[config.mk]
export PLATFORM = sky130hd
export DESIGN_NAME = radio_api_tx_frame_builder
export DESIGN_NICKNAME = d
export VERILOG_FILES = /design/src/rtl/rtfb_pkg.sv /design/src/rtl/rtfb_cmd_fifo.sv /design/src/rtl/rtfb_front.sv /design/src/rtl/rtfb_back.sv /design/src/rtl/radio_api_tx_frame_builder.sv
export VERILOG_INCLUDE_DIRS = /design/src /design/src/rtl
export SDC_FILE = /design/constraint.sdc
export NUM_CORES = 1
export LEC_CHECK = 0
export ABC_CLOCK_PERIOD_IN_PS = 4500
export BUFFER_PORTS_ARGS = -buffer_cell sky130_fd_sc_hd__clkbuf_2
export CELL_PAD_IN_SITES_DETAIL_PLACEMENT = 0
export CELL_PAD_IN_SITES_GLOBAL_PLACEMENT = 1
export CORE_UTILIZATION = 49
export CTS_BUF_LIST = sky130_fd_sc_hd__clkbuf_8
export DETAILED_ROUTE_END_ITERATION = 7
export GPL_ROUTABILITY_DRIVEN = 0
export GPL_TIMING_DRIVEN = 0
export PLACE_DENSITY_LB_ADDON = 0.1
export SYNTH_ARGS = -nofsm -noshare
export SYNTH_HDL_FRONTEND = slang
export SYNTH_SLANG_ARGS = --single-unit
[constraint.sdc]
create_clock -name i_clk -period 4.5 [get_ports i_clk]
set_clock_uncertainty 0.1 [all_clocks]
set_input_delay 0.225 -clock i_clk [delete_from_list [all_inputs] [get_ports i_clk]]
set_output_delay 0.225 -clock i_clk [all_outputs]
set_load 0.01 [all_outputs]
[src/rtl/radio_api_tx_frame_builder_macros.svh]
// Assertion macros for the transmit frame builder.
// Used by rtfb_cmd_fifo and rtfb_back; no other dependencies.
`ifndef RADIO_API_TX_FRAME_BUILDER_MACROS_SVH
`define RADIO_API_TX_FRAME_BUILDER_MACROS_SVH

`ifndef SYNTHESIS
// Property must hold at every clock edge outside reset.
`define RTFB_ASSERT(lbl, clk, rst_n, prop) \
    lbl: assert property (@(posedge clk) disable iff (!rst_n) prop) \
        else $error("rtfb assertion failed");
// Condition must never be true outside reset.
`define RTFB_ASSERT_NEVER(lbl, clk, rst_n, cond) \
    lbl: assert property (@(posedge clk) disable iff (!rst_n) !(cond)) \
        else $error("rtfb forbidden condition seen");
`else
`define RTFB_ASSERT(lbl, clk, rst_n, prop)
`define RTFB_ASSERT_NEVER(lbl, clk, rst_n, cond)
`endif

`endif

[src/rtl/rtfb_pkg.sv]
// Shared types and constants of the transmit frame builder.
// No dependencies.
package rtfb_pkg;

    localparam logic [7:0] MAX_PAYLOAD = 8'd100;
    localparam logic [8:0] LEN_OVERHEAD = 9'd5;

    localparam int FIFO_DEPTH = 8;
    localparam int FIFO_AW    = $clog2(FIFO_DEPTH);

    // Command kinds passed from the front to the back
    localparam logic [1:0] CMD_PAYLOAD = 2'd0;
    localparam logic [1:0] CMD_HEADER  = 2'd1;
    localparam logic [1:0] CMD_ERROR   = 2'd2;

    // Configuration register indexes
    localparam logic [1:0] CFG_START_DELIM = 2'd0;
    localparam logic [1:0] CFG_FRAME_TYPE  = 2'd1;
    localparam logic [1:0] CFG_FRAME_ID    = 2'd2;
    localparam logic [1:0] CFG_TX_OPTIONS  = 2'd3;

    localparam logic [7:0] RST_START_DELIM = 8'h7E;
    localparam logic [7:0] RST_FRAME_TYPE  = 8'h01;
    localparam logic [7:0] RST_FRAME_ID    = 8'h00;
    localparam logic [7:0] RST_TX_OPTIONS  = 8'h00;

    typedef struct packed {
        logic [1:0]  kind;
        logic [7:0]  payload_byte;
        logic        last_item;
        logic [7:0]  payload_len;
        logic [15:0] dest_addr;
    } t_cmd;

endpackage

[src/rtl/rtfb_cmd_fifo.sv]
// Command queue between the front classifier and the back sequencer.
// Depends on rtfb_pkg and the assertion macro header.
`include "radio_api_tx_frame_builder_macros.svh"

module rtfb_cmd_fifo
    import rtfb_pkg::*;
(
    input  logic i_clk,
    input  logic i_rst_n,
    input  logic i_push,
    input  t_cmd i_push_cmd,
    output logic o_ready,
    input  logic i_pop,
    output logic o_head_valid,
    output t_cmd o_head_cmd
);

    t_cmd               r_mem [FIFO_DEPTH];
    logic [FIFO_AW-1:0] r_wr_ptr, n_wr_ptr;
    logic [FIFO_AW-1:0] r_rd_ptr, n_rd_ptr;
    logic [FIFO_AW:0]   r_count, n_count;

    assign o_ready      = (r_count != (FIFO_AW+1)'(FIFO_DEPTH));
    assign o_head_valid = (r_count != '0);
    assign o_head_cmd   = r_mem[r_rd_ptr];

    always_comb begin
        n_wr_ptr = r_wr_ptr + FIFO_AW'(i_push);
        n_rd_ptr = r_rd_ptr + FIFO_AW'(i_pop);
        n_count  = r_count + (FIFO_AW+1)'(i_push) - (FIFO_AW+1)'(i_pop);
    end

    always_ff @(posedge i_clk) begin
        if (!i_rst_n) begin
            r_wr_ptr <= '0;
            r_rd_ptr <= '0;
            r_count  <= '0;
        end else begin
            r_wr_ptr <= n_wr_ptr;
            r_rd_ptr <= n_rd_ptr;
            r_count  <= n_count;
        end
    end

    always_ff @(posedge i_clk) begin
        if (i_push) begin
            r_mem[r_wr_ptr] <= i_push_cmd;
        end
    end

    `RTFB_ASSERT_NEVER(a_no_overflow, i_clk, i_rst_n, i_push && !o_ready && !i_pop)
    `RTFB_ASSERT_NEVER(a_no_underflow, i_clk, i_rst_n, i_pop && !o_head_valid)
    `RTFB_ASSERT(a_count_bound, i_clk, i_rst_n, r_count <= (FIFO_AW+1)'(FIFO_DEPTH))

endmodule

[src/rtl/rtfb_front.sv]
// Front end: accepts input beats, tracks frame state and queues commands.
// Depends on rtfb_pkg and rtfb_cmd_fifo.
module rtfb_front
    import rtfb_pkg::*;
(
    input  logic        i_clk,
    input  logic        i_rst_n,
    input  logic        i_valid,
    output logic        o_ready,
    input  logic [7:0]  i_payload_byte,
    input  logic        i_first_item,
    input  logic        i_last_item,
    input  logic [7:0]  i_payload_len,
    input  logic [15:0] i_dest_addr,
    input  logic        i_pop,
    output logic        o_head_valid,
    output t_cmd        o_head_cmd
);

    logic r_in_frame, n_in_frame;
    logic r_dropping, n_dropping;
    logic accept;
    logic push;
    t_cmd push_cmd;

    assign accept = i_valid && o_ready;

    always_comb begin
        n_in_frame            = r_in_frame;
        n_dropping            = r_dropping;
        push                  = 1'b0;
        push_cmd.kind         = CMD_PAYLOAD;
        push_cmd.payload_byte = i_payload_byte;
        push_cmd.last_item    = i_last_item;
        push_cmd.payload_len  = i_payload_len;
        push_cmd.dest_addr    = i_dest_addr;
        if (accept) begin
            if (i_first_item) begin
                push = 1'b1;
                if (i_payload_len > MAX_PAYLOAD) begin
                    // drop the rest of this frame up to its last beat
                    push_cmd.kind = CMD_ERROR;
                    n_in_frame    = 1'b0;
                    n_dropping    = !i_last_item;
                end else begin
                    push_cmd.kind = CMD_HEADER;
                    n_in_frame    = (i_payload_len != 8'd0) && !i_last_item;
                    n_dropping    = 1'b0;
                end
            end else if (r_dropping) begin
                n_dropping = !i_last_item;
            end else if (r_in_frame) begin
                push       = 1'b1;
                n_in_frame = !i_last_item;
            end
        end
    end

    always_ff @(posedge i_clk) begin
        if (!i_rst_n) begin
            r_in_frame <= 1'b0;
            r_dropping <= 1'b0;
        end else begin
            r_in_frame <= n_in_frame;
            r_dropping <= n_dropping;
        end
    end

    rtfb_cmd_fifo u_cmd_fifo (
        .i_clk        (i_clk),
        .i_rst_n      (i_rst_n),
        .i_push       (push),
        .i_push_cmd   (push_cmd),
        .o_ready      (o_ready),
        .i_pop        (i_pop),
        .o_head_valid (o_head_valid),
        .o_head_cmd   (o_head_cmd)
    );

endmodule

[src/rtl/rtfb_back.sv]
// Back end: expands queued commands into output bytes and keeps the checksum.
// Depends on rtfb_pkg and the assertion macro header.
`include "radio_api_tx_frame_builder_macros.svh"

module rtfb_back
    import rtfb_pkg::*;
(
    input  logic       i_clk,
    input  logic       i_rst_n,
    input  logic       i_cfg_we,
    input  logic [1:0] i_cfg_idx,
    input  logic [7:0] i_cfg_data,
    input  logic       i_head_valid,
    input  t_cmd       i_head_cmd,
    output logic       o_pop,
    output logic       o_valid,
    input  logic       i_ready,
    output logic [7:0] o_byte,
    output logic       o_last,
    output logic       o_err
);

    localparam logic [3:0] STEP_DELIM   = 4'd0;
    localparam logic [3:0] STEP_LEN_HI  = 4'd1;
    localparam logic [3:0] STEP_LEN_LO  = 4'd2;
    localparam logic [3:0] STEP_TYPE    = 4'd3;
    localparam logic [3:0] STEP_ID      = 4'd4;
    localparam logic [3:0] STEP_DEST_HI = 4'd5;
    localparam logic [3:0] STEP_DEST_LO = 4'd6;
    localparam logic [3:0] STEP_OPTIONS = 4'd7;
    localparam logic [3:0] STEP_PAYLOAD = 4'd8;
    localparam logic [3:0] STEP_CSUM    = 4'd9;

    logic [7:0] r_start_delim, r_frame_type, r_frame_id, r_tx_options;
    logic [3:0] r_step, n_step;
    logic [7:0] r_sum, n_sum;
    logic       r_out_valid, n_out_valid;
    logic [7:0] r_out_byte;
    logic       r_out_last, r_out_err;

    logic       load, emit, done, add, set_sum;
    logic [7:0] gen_byte;
    logic       gen_last, gen_err;
    logic [8:0] total_len;

    assign total_len = {1'b0, i_head_cmd.payload_len} + LEN_OVERHEAD;
    assign load      = i_head_valid && (!r_out_valid || i_ready);
    assign o_pop     = load && done;

    always_ff @(posedge i_clk) begin
        if (!i_rst_n) begin
            r_start_delim <= RST_START_DELIM;
            r_frame_type  <= RST_FRAME_TYPE;
            r_frame_id    <= RST_FRAME_ID;
            r_tx_options  <= RST_TX_OPTIONS;
        end else if (i_cfg_we) begin
            unique case (i_cfg_idx)
                CFG_START_DELIM: r_start_delim <= i_cfg_data;
                CFG_FRAME_TYPE:  r_frame_type  <= i_cfg_data;
                CFG_FRAME_ID:    r_frame_id    <= i_cfg_data;
                CFG_TX_OPTIONS:  r_tx_options  <= i_cfg_data;
                default: ;
            endcase
        end
    end

    always_comb begin
        emit     = 1'b1;
        done     = 1'b0;
        add      = 1'b0;
        set_sum  = 1'b0;
        gen_byte = 8'h00;
        gen_last = 1'b0;
        gen_err  = 1'b0;
        unique case (i_head_cmd.kind)
            CMD_ERROR: begin
                gen_last = 1'b1;
                gen_err  = 1'b1;
                done     = 1'b1;
            end
            CMD_PAYLOAD: begin
                if (r_step == STEP_DELIM) begin
                    gen_byte = i_head_cmd.payload_byte;
                    add      = 1'b1;
                    done     = !i_head_cmd.last_item;
                end else begin
                    gen_byte = ~r_sum;
                    gen_last = 1'b1;
                    done     = 1'b1;
                end
            end
            CMD_HEADER: begin
                unique case (r_step)
                    STEP_DELIM:   gen_byte = r_start_delim;
                    STEP_LEN_HI:  gen_byte = {7'd0, total_len[8]};
                    STEP_LEN_LO:  gen_byte = total_len[7:0];
                    STEP_TYPE: begin
                        gen_byte = r_frame_type;
                        set_sum  = 1'b1;
                    end
                    STEP_ID: begin
                        gen_byte = r_frame_id;
                        add      = 1'b1;
                    end
                    STEP_DEST_HI: begin
                        gen_byte = i_head_cmd.dest_addr[15:8];
                        add      = 1'b1;
                    end
                    STEP_DEST_LO: begin
                        gen_byte = i_head_cmd.dest_addr[7:0];
                        add      = 1'b1;
                    end
                    STEP_OPTIONS: begin
                        gen_byte = r_tx_options;
                        add      = 1'b1;
                    end
                    STEP_PAYLOAD: begin
                        if (i_head_cmd.payload_len == 8'd0) begin
                            // empty frame: checksum follows the options byte
                            gen_byte = ~r_sum;
                            gen_last = 1'b1;
                            done     = 1'b1;
                        end else begin
                            gen_byte = i_head_cmd.payload_byte;
                            add      = 1'b1;
                            done     = !i_head_cmd.last_item;
                        end
                    end
                    STEP_CSUM: begin
                        gen_byte = ~r_sum;
                        gen_last = 1'b1;
                        done     = 1'b1;
                    end
                    default: begin
                        emit = 1'b0;
                        done = 1'b1;
                    end
                endcase
            end
            default: begin
                emit = 1'b0;
                done = 1'b1;
            end
        endcase
    end

    always_comb begin
        n_step      = r_step;
        n_sum       = r_sum;
        n_out_valid = r_out_valid && !i_ready;
        if (load) begin
            n_step = done ? STEP_DELIM : r_step + 4'd1;
            if (set_sum) begin
                n_sum = gen_byte;
            end else if (add) begin
                n_sum = r_sum + gen_byte;
            end
            if (emit) begin
                n_out_valid = 1'b1;
            end
        end
    end

    always_ff @(posedge i_clk) begin
        if (!i_rst_n) begin
            r_step      <= STEP_DELIM;
            r_sum       <= 8'h00;
            r_out_valid <= 1'b0;
        end else begin
            r_step      <= n_step;
            r_sum       <= n_sum;
            r_out_valid <= n_out_valid;
        end
    end

    always_ff @(posedge i_clk) begin
        if (load && emit) begin
            r_out_byte <= gen_byte;
            r_out_last <= gen_last;
            r_out_err  <= gen_err;
        end
    end

    assign o_valid = r_out_valid;
    assign o_byte  = r_out_byte;
    assign o_last  = r_out_last;
    assign o_err   = r_out_err;

    `RTFB_ASSERT(a_err_is_last, i_clk, i_rst_n, (r_out_valid && r_out_err) |-> r_out_last)
    `RTFB_ASSERT(a_mid_cmd_held, i_clk, i_rst_n, (r_step != STEP_DELIM) |-> i_head_valid)
    `RTFB_ASSERT(a_payload_steps, i_clk, i_rst_n,
        (i_head_valid && i_head_cmd.kind == CMD_PAYLOAD) |-> (r_step <= STEP_LEN_HI))
    `RTFB_ASSERT_NEVER(a_err_no_step, i_clk, i_rst_n,
        i_head_valid && i_head_cmd.kind == CMD_ERROR && r_step != STEP_DELIM)

endmodule

[src/rtl/radio_api_tx_frame_builder.sv]
// Transmit frame builder, top level: a front end that classifies input beats
// into commands, an 8-entry command queue and a back end that emits the bytes.
// A payload beat gives one output byte (two when it closes the frame, for the
// checksum); the first beat of a frame gives nine or ten bytes with the
// header. The back end's output register sets the pace at one byte per cycle
// while m_axis_tready is high, and the 8-command queue lets up to seven
// payload beats enter at one per cycle while the header goes out. An oversized
// length gives one error beat and the rest of that frame is dropped at the
// input without output. Configuration writes apply to every header byte not
// yet emitted, so make them while the block is idle.
module radio_api_tx_frame_builder
    import rtfb_pkg::*;
(
    input  logic        i_clk,
    input  logic        i_rst_n,
    // configuration write port
    input  logic        i_cfg_we,
    input  logic [1:0]  i_cfg_idx,
    input  logic [7:0]  i_cfg_data,
    // input stream
    input  logic        s_axis_tvalid,
    output logic        s_axis_tready,
    input  logic [31:0] s_axis_tdata,  // [7:0] payload_byte, [15:8] payload_len,
                                       // [31:16] dest_addr
    input  logic        s_axis_tlast,  // last_item
    input  logic        s_axis_tuser,  // [0] first_item
    // output stream
    output logic        m_axis_tvalid,
    input  logic        m_axis_tready,
    output logic [7:0]  m_axis_tdata,  // [7:0] out_byte
    output logic        m_axis_tlast,  // out_last
    output logic        m_axis_tuser   // [0] length_error
);

    logic head_valid;
    logic pop;
    t_cmd head_cmd;

    rtfb_front u_front (
        .i_clk          (i_clk),
        .i_rst_n        (i_rst_n),
        .i_valid        (s_axis_tvalid),
        .o_ready        (s_axis_tready),
        .i_payload_byte (s_axis_tdata[7:0]),
        .i_first_item   (s_axis_tuser),
        .i_last_item    (s_axis_tlast),
        .i_payload_len  (s_axis_tdata[15:8]),
        .i_dest_addr    (s_axis_tdata[31:16]),
        .i_pop          (pop),
        .o_head_valid   (head_valid),
        .o_head_cmd     (head_cmd)
    );

    rtfb_back u_back (
        .i_clk        (i_clk),
        .i_rst_n      (i_rst_n),
        .i_cfg_we     (i_cfg_we),
        .i_cfg_idx    (i_cfg_idx),
        .i_cfg_data   (i_cfg_data),
        .i_head_valid (head_valid),
        .i_head_cmd   (head_cmd),
        .o_pop        (pop),
        .o_valid      (m_axis_tvalid),
        .i_ready      (m_axis_tready),
        .o_byte       (m_axis_tdata),
        .o_last       (m_axis_tlast),
        .o_err        (m_axis_tuser)
    );

endmodule

Word-level counts from Yosys, hierarchy flattened:

Memory sizes are Yosys's and may differ from the RTL's. A register that Yosys moved wholly into a read port is not among the register bits.
Cells that the tools add are included.

* register bits: 67
* RAM bits: 280
* bits of input ports: 49
* output and inout port bits: 12
* memories: 1

* add/sub/neg operators: 7
* $lt $le $gt $ge: 1
* equality and inequality tests: 16
* mux-type cells: 43
* bitwise gates (word level): 1
* reductions and logical operators: 28

Memories
* u_front.u_cmd_fifo.r_mem: words 8, bits a word 35, rd ports 1, clocked after memory_dff 1, wr ports 1, RTL line rtfb_cmd_fifo.sv:18 `t_cmd r_mem [FIFO_DEPTH];`

Operators by type and width (number)
* $pmux W8 S10: 1
* $mux W8: 4
* $mux W1: 25
* $eq A4 B3 Y1 const B: 4
* $pmux W8 S2: 1
* $pmux W1 S2: 6
* $reduce_and A2 Y1: 6
* $reduce_or A10 Y1: 1
* $add A8 B3 Y9 const B: 1
* $add A8 B8 Y8: 1
* $eq A4 B2 Y1 const B: 2
* $eq A4 B4 Y1 const B: 2
* $gt A8 B7 Y1 const B: 1
* $logic_not A8 Y1: 1
* $not A8 Y8: 1
* $reduce_bool A8 Y1: 1
* $reduce_or A8 Y1: 1
* $add A3 B1 Y3: 2
* $eq A2 B2 Y1 const B: 3
* $logic_and A1 B1 Y1: 6
* $mux W2: 3
* $add A4 B1 Y4: 1
* $add A4 B1 Y4 const B: 1
* $eq A2 B1 Y1 const B: 2
* other kinds (15): 19

Longest topological paths before layout:

* depth after elaboration: 7
* gate-level depth with buffers: 24

By module:

Synthesis repeated with hierarchy kept, for this count alone.

* cell total of the unflattened synthesis: 875
* area, all modules: 14840.5 sq um

By module, submodules not included
* rtfb_cmd_fifo: instances 1, cells an instance 466, area an instance 11334.6 sq um, sequential area each 8608.3 sq um
* rtfb_back: instances 1, cells an instance 385, area an instance 3316.9 sq um, sequential area each 1201.2 sq um
* rtfb_front: instances 1, cells an instance 24, area an instance 188.9 sq um, sequential area each 40.0 sq um

Worst setup path before layout:

No wires, ideal clock.

* path kind: register -> register
* start: register, netlist name u_front.u_cmd_fifo.r_rd_ptr[1]
* end: register u_back.r_sum[6]
* arrival time: 4.190 ns
* data required time: 4.281 ns
* setup slack: 0.091 ns
* stages on the path, launching flop included: 21
* period minus slack after synthesis: 4.409 ns
* cells stage by stage: dfxtp_1 buf_2 buf_2 buf_2 clkbuf_1 buf_1 mux4_2 mux2_2 nand2_1 o221ai_1 ha_1 inv_1 fa_1 nor2b_1 o21ai_0 nand2b_1 a21o_1 a21oi_1 xor2_1 o21ai_0 o221a_2

RTL lines
* to (signal assigned): RTL line rtfb_back.sv:171 `r_sum <= n_sum;`
* to (decl): RTL line rtfb_back.sv:36 `logic [7:0] r_sum, n_sum;`

==> results.yml <==
synthesis:
  synthesis.area_um2: 14600
  mean_instance_size_in_the_synthesized_netlist_um2: 16.1
  synth_edf_count: 290
  netlist.area_leader.share_pct: 59.7
  synth.top_cells.by_area: "edfxtp_1, mux4_2, dfxtp_1"
  ys_async_sr_fraction_pct: 0
  fraction_of_the_yosys_area_taken_by_sequential_cells_pct: 67.5
  syn_nets: 979
  synth_top_cell_by_area: "edfxtp_1"
  yosys_register_bits: 347
  post_synthesis_instance_total: 905
  unique_masters_post_synth: 66
  yosysWarningCount: 0
  postSynth.topFlopCell: "edfxtp_1"
layout:
  n_fill_cell: 2238
  area.sequential_um2: 9850
  fin_nets: 1185
  design_area_um2: 17700
  num_antenna_cells: 0
  syn_to_final_growth_pct: 21.5
  post_route_cells_drive_above_1_share_pct: 28.7
  area_taken_by_multi_input_logic_gates_um2: 4790
critical_path:
  crit_path_end_kind: "register"
  cp-start-kind: "register"
  worstSetupPathType: "reg -> reg"
  worst-r2r-setup-slack_ns: 0.15
  worst-endpoint-arrival_ns: 4.77
  crit_path_max_fanout: 7
  worst-endpoint-required_ns: 4.92
timing:
  max_freq_ghz: 0.230
  hold_violations: 0
  layout_min_cycle_time_ns: 4.35
  worst_slew_margin_rel_pct: 22.3
  setup_violations: 0
  min_period_over_period_pct: 96.6
  max_slew.worst_pin.slew_ns: 1.16
  rsz_0062_raised_after_global_routing: "true"
  number_of_pins_with_negative_max_slew_slack_in_the_final_report: 0
  hold_slack_ns: 0.0413
drt:
  routedWlPerCell_um: 21.7
  drt-total-wl_um: 33300
  drt_first_iter_violations: 662
  vias: 8434
  antenna_violating_nets_post_route: 0
  drc: 0
  firstDrtPassIters: 5
  vias_per_cell: 5.49
placement:
  hpwlAfterDp_um: 21700
  placedInstanceArea_um2: 15600
  buffer_ports.inserted: 59
grt:
  grt_max_degree: 24
  antenna_found_initial: 0
  gr-usage-all-layers_pct: 22.5
  grt_overflow_total: 0
  grt_first_pass_wirelength_um: 51000
  number_of_global_route_vias_before_repair: 8499
clocking:
  clock_path_buffers: 3
  clkSinkCount: 347
  worst_skew_pair.late_latency_ns: 0.59
  ctsRootBufferMaster: "clkbuf_8"
  clk_pin_slew_worst_paths_ns: 0.06
  h_tree_depth: 2
  cts_buffers: 56
  cts_tree: "done"
floorplanning:
  initial_utilization_pct: 50.3
  die_x_um: 175
  core_um2: 29000
  die-area_um2: 30500
  core.rowCount: 62
  io_pins: 61
  die-height_um: 175
outcome:
  run_status: "completed"
pwr:
  vdd.ir_drop.worst_mv: 0.224
  power.leakage_nw: 6.28
  power.density_cell_area_nw_per_um2: 513
hold_path:
  worst_hold_path_class: "in -> reg"
flow_run:
  max_cap_violations: 0
[per-stage QoR]
stage | cells | utilization, % | TNS (ns) | power (mW) | setup WS [ns]
final | 1535 | 61.0 | 0 | 9.08 | 0.152
after global routing | 1535 | 61.0 | -0.0217 | 9.54 | -0.0217
after CTS | 1513 | 59.8 | 0 | 8.87 | 0.00440
after detailed placement | 1362 | 53.9 | -6.61 | 6.20 | -1.28
after global placement | 1348 | 52.9 | -253.23 | 6.18 | -2.50
after floorplan | 905 | - | 0 | 5.53 | 0.0914
[cell usage in the layout, fill, tap and decap left out, types with 10 or more instances in the layout]
master and instances:
clkbuf_1 16, dfxtp_1 55, buf_12 12, clkinv_1 11
mux2i_1 35, a21boi_0 10, nand2b_1 14, inv_1 34
clkbuf_2 61, and2_1 14, xor2_1 10, ha_1 21
o21ai_0 11, o22ai_1 12, a21oi_1 15, buf_4 32
clkbuf_8 61, mux4_2 67, nor2_1 30, mux2_2 10
nand2_1 89, edfxtp_1 290, nand3_1 15, nor2b_1 23
dlygate4sd3_1 45, buf_6 11
[worst max-delay path, stage by stage (launching register included)]
cell and delay, ns:
dfxtp_2 0.34, buf_6 0.13, buf_12 0.13, mux4_2 0.55
nor2_4 0.16, nor2_4 0.06, inv_2 0.07, ha_4 0.20
a22oi_2 0.11, a22o_1 0.21, o22ai_1 0.09, nor2_1 0.14
o221ai_2 0.11, a32oi_2 0.27, inv_1 0.10, ha_1 0.27
a21o_1 0.18, a21o_1 0.17, a21o_1 0.17, a21oi_2 0.19
o21ai_2 0.09, mux4_2 0.30, a21boi_2 0.14
[synthesized netlist by cell type (3+ instances only)]
cell	instances
edfxtp_1	290
nand2_1	89
mux4_2	67
dfxtp_1	57
mux2i_1	41
nor2_1	41
ha_1	23
nor2b_1	23
clkbuf_1	20
a21oi_1	18
inv_1	17
nand3_1	15
and2_1	14
nand2b_1	14
o21ai_0	14
o22ai_1	13
a21boi_0	10
mux2_2	10
xor2_1	10
buf_2	9
nor3_1	9
a21o_1	7
xnor2_1	7
a31oi_1	6
o221ai_1	6
a22oi_1	5
a22o_1	4
buf_1	4
or3_1	4
a211oi_1	3
a221oi_1	3
buf_6	3
nor4_1	3
o211ai_1	3
o21a_1	3
or2_2	3
[metal layers]
layer	share of wire [%]	wire length, µm	global-route usage (%)	vias up
met4	2.0	662	6.16	0
li1	-	-	-	3935
met2	47	15800	36.0	219
met3	4.7	1560	3.52	52
met1	46	15300	32.3	4228
met5	0	0	0	-
[cell type report]
class                           instances  area share [%]
Buffer                                 36            1.72
Clock buffer                           59            4.58
Clock inverter                         39            1.12
Inverter                               18           0.381
Multi-Input combinational cell        503            27.0
Sequential cell                       347            55.6
Tap cell                              384            2.71
Timing Repair Buffer                  149            6.80
[kinds of logic (layout without fill, tap and decap cells)]
| group | count (synthesis) | after routing | synth area share, % |
|---|---|---|---|
| flops | 347 | 347 | 67.5 |
| buf+inv | 55 | 301 | 1.67 |
| fa+ha+maj | 25 | 25 | 2.25 |
| compound gates | 112 | 112 | 5.65 |
| xor+xnor | 17 | 17 | 1.02 |
| mux | 123 | 123 | 14.5 |
| simple gates | 226 | 226 | 7.35 |
[where the power goes]
part | leakage, nW | switching, mW | total, mW | internal [mW]
sequential | 3.10 | 0.0839 | 3.79 | 3.71
combinational | 2.60 | 1.47 | 2.83 | 1.36
clock | 0.584 | 1.20 | 2.47 | 1.26
total | 6.28 | 2.75 | 9.08 | 6.33
[timing repair]
| item | in CTS | in global routing |
|---|---|---|
| hold buffers | 45 | 0 |
| endpoints found under the hold margin | 299 | 0 |
| setup buffers | 9 | 22 |
| setup endpoints to repair | 12 | 4 |
| pin swaps | 5 | 23 |
| resized for setup | 49 | 44 |
[registers in the layout, summed over array words and instances, names as in the netlist]
| register | flops |
|---|---|
| u_back.r_step | 4 |
| u_back.o_last | 1 |
| u_front.r_dropping | 1 |
| u_back.r_sum | 8 |
| u_back.r_frame_id | 8 |
| u_front.r_in_frame | 1 |
| u_back.r_start_delim | 8 |
| u_front.u_cmd_fifo.r_count | 4 |
| u_front.u_cmd_fifo.r_mem | 280 |
| u_back.o_valid | 1 |
| u_back.o_err | 1 |
| u_back.o_byte | 8 |
| u_back.r_frame_type | 8 |
| u_front.u_cmd_fifo.r_rd_ptr | 3 |
| u_back.r_tx_options | 8 |
| u_front.u_cmd_fifo.r_wr_ptr | 3 |
[final timing paths]
kind                                                startpoint                     end  cells after the start
worst min register to register          u_back.r_frame_type[6]  u_back.r_frame_type[6]                      2
worst max-delay path            u_front.u_cmd_fifo.r_rd_ptr[0]         u_back.r_sum[7]                     22
worst min-delay path                                   i_rst_n         u_back.r_sum[5]                      3
worst max register to register  u_front.u_cmd_fifo.r_rd_ptr[0]         u_back.r_sum[7]                     22
No activity file was read; power rests on OpenSTA's default activity.
